===== src/rtl/vps_pkg.sv =====
`timescale 1ns / 1ps

package vps_pkg;

    // Result status codes
    localparam logic [1:0] ST_OK       = 2'd0;
    localparam logic [1:0] ST_FEW      = 2'd1;
    localparam logic [1:0] ST_ORDER    = 2'd2;
    localparam logic [1:0] ST_OVERFLOW = 2'd3;

    // Configuration register indexes
    localparam logic [1:0] REG_WDATA  = 2'd0;
    localparam logic [1:0] REG_WSMOOTH = 2'd1;
    localparam logic [1:0] REG_MAXIT  = 2'd2;
    localparam logic [1:0] REG_THRESH = 2'd3;

    localparam logic [15:0] DEFAULT_SWEEPS    = 16'd100;
    localparam logic [30:0] DEFAULT_THRESHOLD = 31'd655;

    // Operation codes for the shared update unit
    typedef enum logic [1:0] {
        OP_LOAD = 2'd0,
        OP_FIT  = 2'd1,
        OP_SMO  = 2'd2,
        OP_SUM  = 2'd3
    } alu_op_t;

    // Command from sequencer to update unit
    typedef struct packed {
        logic    en;
        alu_op_t op;
    } alu_cmd_t;

endpackage


===== src/rtl/vps_alu.sv =====
`timescale 1ns / 1ps

// Shared update unit: one multiply per step, accumulating one point update.
module vps_alu
(
    input  logic               clk,
    input  vps_pkg::alu_cmd_t  cmd,
    input  logic signed [31:0] v_left,
    input  logic signed [31:0] v_mid,
    input  logic signed [31:0] v_right,
    input  logic signed [31:0] v_ref,
    input  logic        [15:0] wd,
    input  logic        [15:0] ws,
    output logic signed [31:0] new_v,
    output logic        [31:0] change
);

    logic signed [33:0] opnd_reg;
    logic signed [33:0] opnd_next;
    logic signed [16:0] wgt;
    logic signed [51:0] prod;
    logic signed [51:0] rnd_in;
    logic signed [35:0] term;
    logic signed [35:0] acc_reg;
    logic signed [35:0] acc_next;
    logic signed [35:0] sum;
    logic signed [32:0] diff;

    // Operand and weight for the current multiply step
    always_comb
    begin
        opnd_next = opnd_reg;
        wgt       = 17'sd0;
        acc_next  = acc_reg;
        unique case (cmd.op)
            vps_pkg::OP_LOAD:
            begin
                opnd_next = 34'(v_ref) - 34'(v_mid);
                acc_next  = 36'(v_mid);
            end
            vps_pkg::OP_FIT:
            begin
                wgt       = $signed({1'b0, wd});
                opnd_next = 34'(v_left) + 34'(v_right) - (34'(v_mid) <<< 1);
            end
            vps_pkg::OP_SMO:
            begin
                wgt = $signed({1'b0, ws});
            end
            vps_pkg::OP_SUM:
            begin
            end
            default:
            begin
            end
        endcase
        if (cmd.op == vps_pkg::OP_FIT || cmd.op == vps_pkg::OP_SMO)
        begin
            acc_next = acc_reg + term;
        end
    end

    // Product rounded to Q16.16: add half, floor shift
    assign prod   = 52'(opnd_reg) * 52'(wgt);
    assign rnd_in = prod + 52'sd32768;
    assign term   = 36'(rnd_in >>> 16);

    always_ff @(posedge clk)
    begin
        if (cmd.en)
        begin
            opnd_reg <= opnd_next;
            acc_reg  <= acc_next;
        end
    end

    // Saturate the accumulated value and form the change magnitude
    assign sum = acc_reg;
    always_comb
    begin
        if (sum > 36'sd2147483647)
        begin
            new_v = 32'sh7FFFFFFF;
        end
        else if (sum < -36'sd2147483648)
        begin
            new_v = 32'sh80000000;
        end
        else
        begin
            new_v = sum[31:0];
        end
        diff   = 33'(new_v) - 33'(v_mid);
        change = diff[32] ? 32'(-diff) : diff[31:0];
    end

endmodule


===== config.mk =====
export PLATFORM = sky130hd
export DESIGN_NAME = vps_alu
export DESIGN_NICKNAME = d
export VERILOG_FILES = /design/src/rtl/vps_pkg.sv /design/src/rtl/vps_alu.sv
export SDC_FILE = /design/constraint.sdc
export NUM_CORES = 2
export LEC_CHECK = 0
export ABC_AREA = 1
export BUFFER_PORTS_ARGS = -buffer_cell sky130_fd_sc_hd__buf_4
export CORE_MARGIN = 2
export CORE_UTILIZATION = 55
export DETAILED_ROUTE_END_ITERATION = 8
export GPL_TIMING_DRIVEN = 0
export PLACE_DENSITY = 0.76
export SYNTH_ARGS = -nofsm -noshare
export SYNTH_HDL_FRONTEND = slang
export SYNTH_SLANG_ARGS = --single-unit

===== constraint.sdc =====
create_clock -name clk -period 10.4 [get_ports clk]
set_input_delay 1.04 -clock clk [delete_from_list [all_inputs] [get_ports clk]]
set_output_delay 1.04 -clock clk [all_outputs]
set_load 0.005 [all_outputs]

==> results by stage <==
Critical path:
- The reg-to-reg startpoint is opnd_reg[12].
- Along the worst path, the maximum fanout reaches 10.
- Among cell families on the critical path, the largest total delay comes from adder cells.
- The worst path buffer plus inverter count is 7.
- STA puts the critical path data required time at between 10000 and 15000 ps.
- The worst setup path is launched from an input port.
- STA classifies the critical path endpoint as a register.
- The critical path start-end classification is in -> reg.
- The arrival time at the worst endpoint is 10210 ps.
- In this design, the stage delay of the slowest critical-path cell is about 760 ps.
- The most critical setup path has its startpoint at cmd[0].
- The cell type of the slowest stage on the worst timing path is sky130_fd_sc_hd__clkbuf_1.

Detailed routing:
- The via-per-instance ratio is between 5 and 6.
- The post-detailed-route count of antenna-violating nets is 0.
- The total length of routed wires is 123000 um.
- The total DRC errors in the routed layout is 0.
- The initial detailed-routing violation count is 2680.
- Detailed routing inserted a total of 32400 vias.
- After detailed routing, the average wire length per cell comes to about 21 um.
- The pre-antenna-repair detailed-routing pass consisted of 6 iterations.

Finish:
- The antenna cell count is 0.
- The layout-stage area growth over the synthesis result is 9.54%.
- The flip-flop count of the largest register after layout is 36.
- Excluding fillers, the count of instances in the completed layout stands at 5904.
- The post-route netlist has a little under 8% of its cells at a drive strength greater than 1.
- The area taken by multi-input logic gates is around 0.027 sq mm.
- The layout has 5963 filler cells.
- The number of nets at the end of the flow is 6124.
- The register cell area after layout is 0.00210 sq mm.
- The final instance area is 0.0372 sq mm.

Timing:
- At the pin with the least slew margin, the transition time is 1400 ps.
- Setup repair after global routing left no endpoint under its margin.
- The number of slew-limit violations in the final report is 0.
- The hold violation count in the final report is 0.
- Timing would allow up to 0.0987 GHz.
- The shortest period the worst path allows is 10130 ps.
- The clock arrives with 12.7 ps of skew.
- In this run the tightest slew margin relative to its limit is 5.38%.
- The share of the clock period used by the worst path after layout is 97.4%.
- The final-report setup violation count is 0.
- The final setup slack of the worst path is around 270 ps.

Placed design:
- The wire-length estimate of the detail-placed layout is 108000 um.
- The number of buffer cells added on primary ports is roughly 230.
- The area after detailed placement is 0.0366 sq mm.
- The post-placement worst setup slack is -1410 ps.
- Counting tap cells, the placed design contains a total of 5888 instances.
- The routability-driven placement congestion ratio is 1.08.

Global routing:
- The overall routing resource usage is 39.7%.
- In the global route stage, met1 resource usage came out at 49.1%.
- For this run, global-route usage on met3 was measured as 6.89%.
- The layer flagged by global routing as most heavily used is met2.
- The first global-routing pass estimated 190000 um of wire.
- The initial antenna violation count is 2.
- Entering global routing, the biggest net connects 36 pins.
- The via count of the first global-routing pass is ~33000.
- For met2 alone, demand over resource in global routing was 66.7%.
- The total overflow left after global routing is 0.

Power:
- For this design the static power due to leakage is 0.0203 uW.
- VDD sags by at most 369 uV.
- Power spread over the standard cell area amounts to 328 mW/mm^2.

Min path:
- The startpoint identified for the worst hold timing path is acc_reg[0].
- The tightest min-delay check is of the reg -> reg type.

Yosys:
- The synthesized netlist occupies a cell area of 0.0339 sq mm.
- The count of unique library cells instantiated by Yosys is 54.
- The share of synthesized area in the top cell type comes to 32.8%.
- The number of storage elements in the synthesis netlist is 70.
- The post-synthesis async set-or-reset flop share is 0%.
- The post-synthesis area per instance is 6.96 sq um.
- Yosys mapped a number of flops with a built-in enable equal to 70.
- The Yosys step of the flow raised 0 warnings.
- The number of cells produced by synthesis is approximately 5000.
- The number of nets handed over by synthesis was 5882.
- For this run, the leading register cell type out of synthesis is sky130_fd_sc_hd__edfxtp_1.
- The sequential element share of the synthesized area is 6.20%.
- Of all cell types, the one taking the most synthesized area is sky130_fd_sc_hd__fa_1.
- Ranked by total cell area, the synthesized netlist is headed by sky130_fd_sc_hd__fa_1 33%, sky130_fd_sc_hd__inv_1 13%, sky130_fd_sc_hd__nand2_1 11%, sky130_fd_sc_hd__ha_1 11%, sky130_fd_sc_hd__nor2_1 7.1%.

Clocking:
- The longest clock path from root to sink contains 2 buffers.
- The clock network latency to the later pin of the worst-skew pair is 350 ps.
- Buffers inserted during clock tree synthesis total 9.
- TritonCTS built the clock tree.
- The root buffer selected by CTS is sky130_fd_sc_hd__clkbuf_16.
- Clock-pin slew was measured on the worst setup and hold paths at approximately 60 ps.
- The number of buffers inserted for hold repair after clock tree synthesis is 0.
- The H-tree was split into 3 levels.
- Counting every sink on the clock net gives 70.

Floorplan:
- The die is 252 um tall.
- For this configuration, the core starts out at a cell density of 55.3%.
- The die covers 0.0637 sq mm.
- The horizontal extent of the die is between 200 and 300 um.
- The boundary pin count is 228.
- The region available for standard cell placement spans 0.0614 sq mm.
- The row count is approximately 90.

Run:
- Across the run, the number of max-cap violations was 0.

Run status:
- The run finished with clean final reports.
[metrics by stage]
stage          setup TNS [ps]  util (%)  total power, uW  hold slack [ps]
6_report                    0      60.5            12200              714
2_1_floorplan               0         -             8100              637
3_5_place_dp           -19910      59.7            11500              683
3_3_place_gp           -18770      59.7            11400              670
4_1_cts                     0      60.3            11900              699
5_1_grt                     0      60.5            13500              748
[worst register-to-register path, delay by kind of cell, from the launching register on]
kind	cells	cell delay, ps
fa+ha+maj	8	3820
compound gates	8	1560
simple gates	8	1360
buf+inv	9	1260
flops	1	500
xor+xnor	1	180
[logic make-up (layout without fill, tap and decap cells)]
group	count (synthesis)	after routing	share of synthesized area (%)
multiplexers	1	1	0.0295
buffers and inverters	1349	1593	15.0
adder cells (fa/ha/maj)	848	848	43.6
XOR/XNOR	95	95	2.45
flip-flops	70	70	6.20
AO/OA/AOI/OAI	583	583	9.65
AND/OR/NAND/NOR	1924	1924	23.1
[placed cells by master (no fill, tap or decap), types with 9 or more instances in the layout]
cell / n
sky130_fd_sc_hd__o21ai_1: 9
sky130_fd_sc_hd__a22o_1: 15
sky130_fd_sc_hd__inv_1: 1208
sky130_fd_sc_hd__ha_1: 289
sky130_fd_sc_hd__nand2_1: 985
sky130_fd_sc_hd__clkbuf_2: 19
sky130_fd_sc_hd__fa_1: 555
sky130_fd_sc_hd__clkbuf_1: 49
sky130_fd_sc_hd__nor3_1: 25
sky130_fd_sc_hd__buf_2: 11
sky130_fd_sc_hd__nor4_1: 15
sky130_fd_sc_hd__buf_1: 9
sky130_fd_sc_hd__nor2_2: 14
sky130_fd_sc_hd__buf_4: 233
sky130_fd_sc_hd__nand4_1: 43
sky130_fd_sc_hd__o21ai_0: 197
sky130_fd_sc_hd__a21oi_1: 233
sky130_fd_sc_hd__clkbuf_16: 9
sky130_fd_sc_hd__a21boi_0: 11
sky130_fd_sc_hd__nor2_1: 634
sky130_fd_sc_hd__a31oi_1: 31
sky130_fd_sc_hd__nand2_2: 30
sky130_fd_sc_hd__o21bai_1: 14
sky130_fd_sc_hd__inv_2: 18
sky130_fd_sc_hd__nand3_1: 126
sky130_fd_sc_hd__xor2_1: 60
sky130_fd_sc_hd__clkinv_1: 22
sky130_fd_sc_hd__edfxtp_1: 70
sky130_fd_sc_hd__o21a_1: 22
sky130_fd_sc_hd__or2_2: 16
sky130_fd_sc_hd__a221oi_1: 9
sky130_fd_sc_hd__a21o_1: 16
sky130_fd_sc_hd__xnor2_1: 34
[path summary, 6_finish.rpt]
| kind | endpoint | slack, ps | depth (start not counted) |
|---|---|---|---|
| setup / recovery | acc_reg[22] | 270 | 34 |
| hold reg to reg | acc_reg[0] | 710 | 3 |
| setup reg to reg | acc_reg[26] | 1420 | 34 |
| hold / removal | acc_reg[0] | 710 | 3 |
[routing by layer]
layer | vias to the layer above | part of all wire [%]
met2 | 1437 | 47
met5 | - | 0.020
met3 | 304 | 8.2
met4 | 4 | 6.2
met1 | 15500 | 39
li1 | 15200 | -
[layout make-up]
cell class | instances | area share, %
Multi-Input combinational cell | 3451 | 72.3
Inverter | 1248 | 12.6
Sequential cell | 70 | 5.66
Timing Repair Buffer | 232 | 4.72
Tap cell | 790 | 2.66
Buffer | 100 | 1.27
Clock buffer | 9 | 0.606
Clock inverter | 4 | 0.111
[timing repair]
action,4_1_cts,5_1_grt
gates resized for setup,35,79
setup endpoints to repair,24,23
buffers inserted,0,4
[Yosys cell counts (31+ instances only)]
library cell,number
sky130_fd_sc_hd__nor2_1,639
sky130_fd_sc_hd__clkbuf_1,83
sky130_fd_sc_hd__nand3_1,127
sky130_fd_sc_hd__ha_1,293
sky130_fd_sc_hd__nand2_1,994
sky130_fd_sc_hd__nand4_1,43
sky130_fd_sc_hd__a21oi_1,240
sky130_fd_sc_hd__fa_1,555
sky130_fd_sc_hd__xnor2_1,34
sky130_fd_sc_hd__edfxtp_1,70
sky130_fd_sc_hd__a31oi_1,31
sky130_fd_sc_hd__xor2_1,61
sky130_fd_sc_hd__inv_1,1211
sky130_fd_sc_hd__o21ai_0,203
[power by group]
group	switching (uW)	internal (uW)
Combinational	7290	3990
Clock	115	179
Sequential	106	517
No activity file was read; power rests on OpenSTA's default activity.
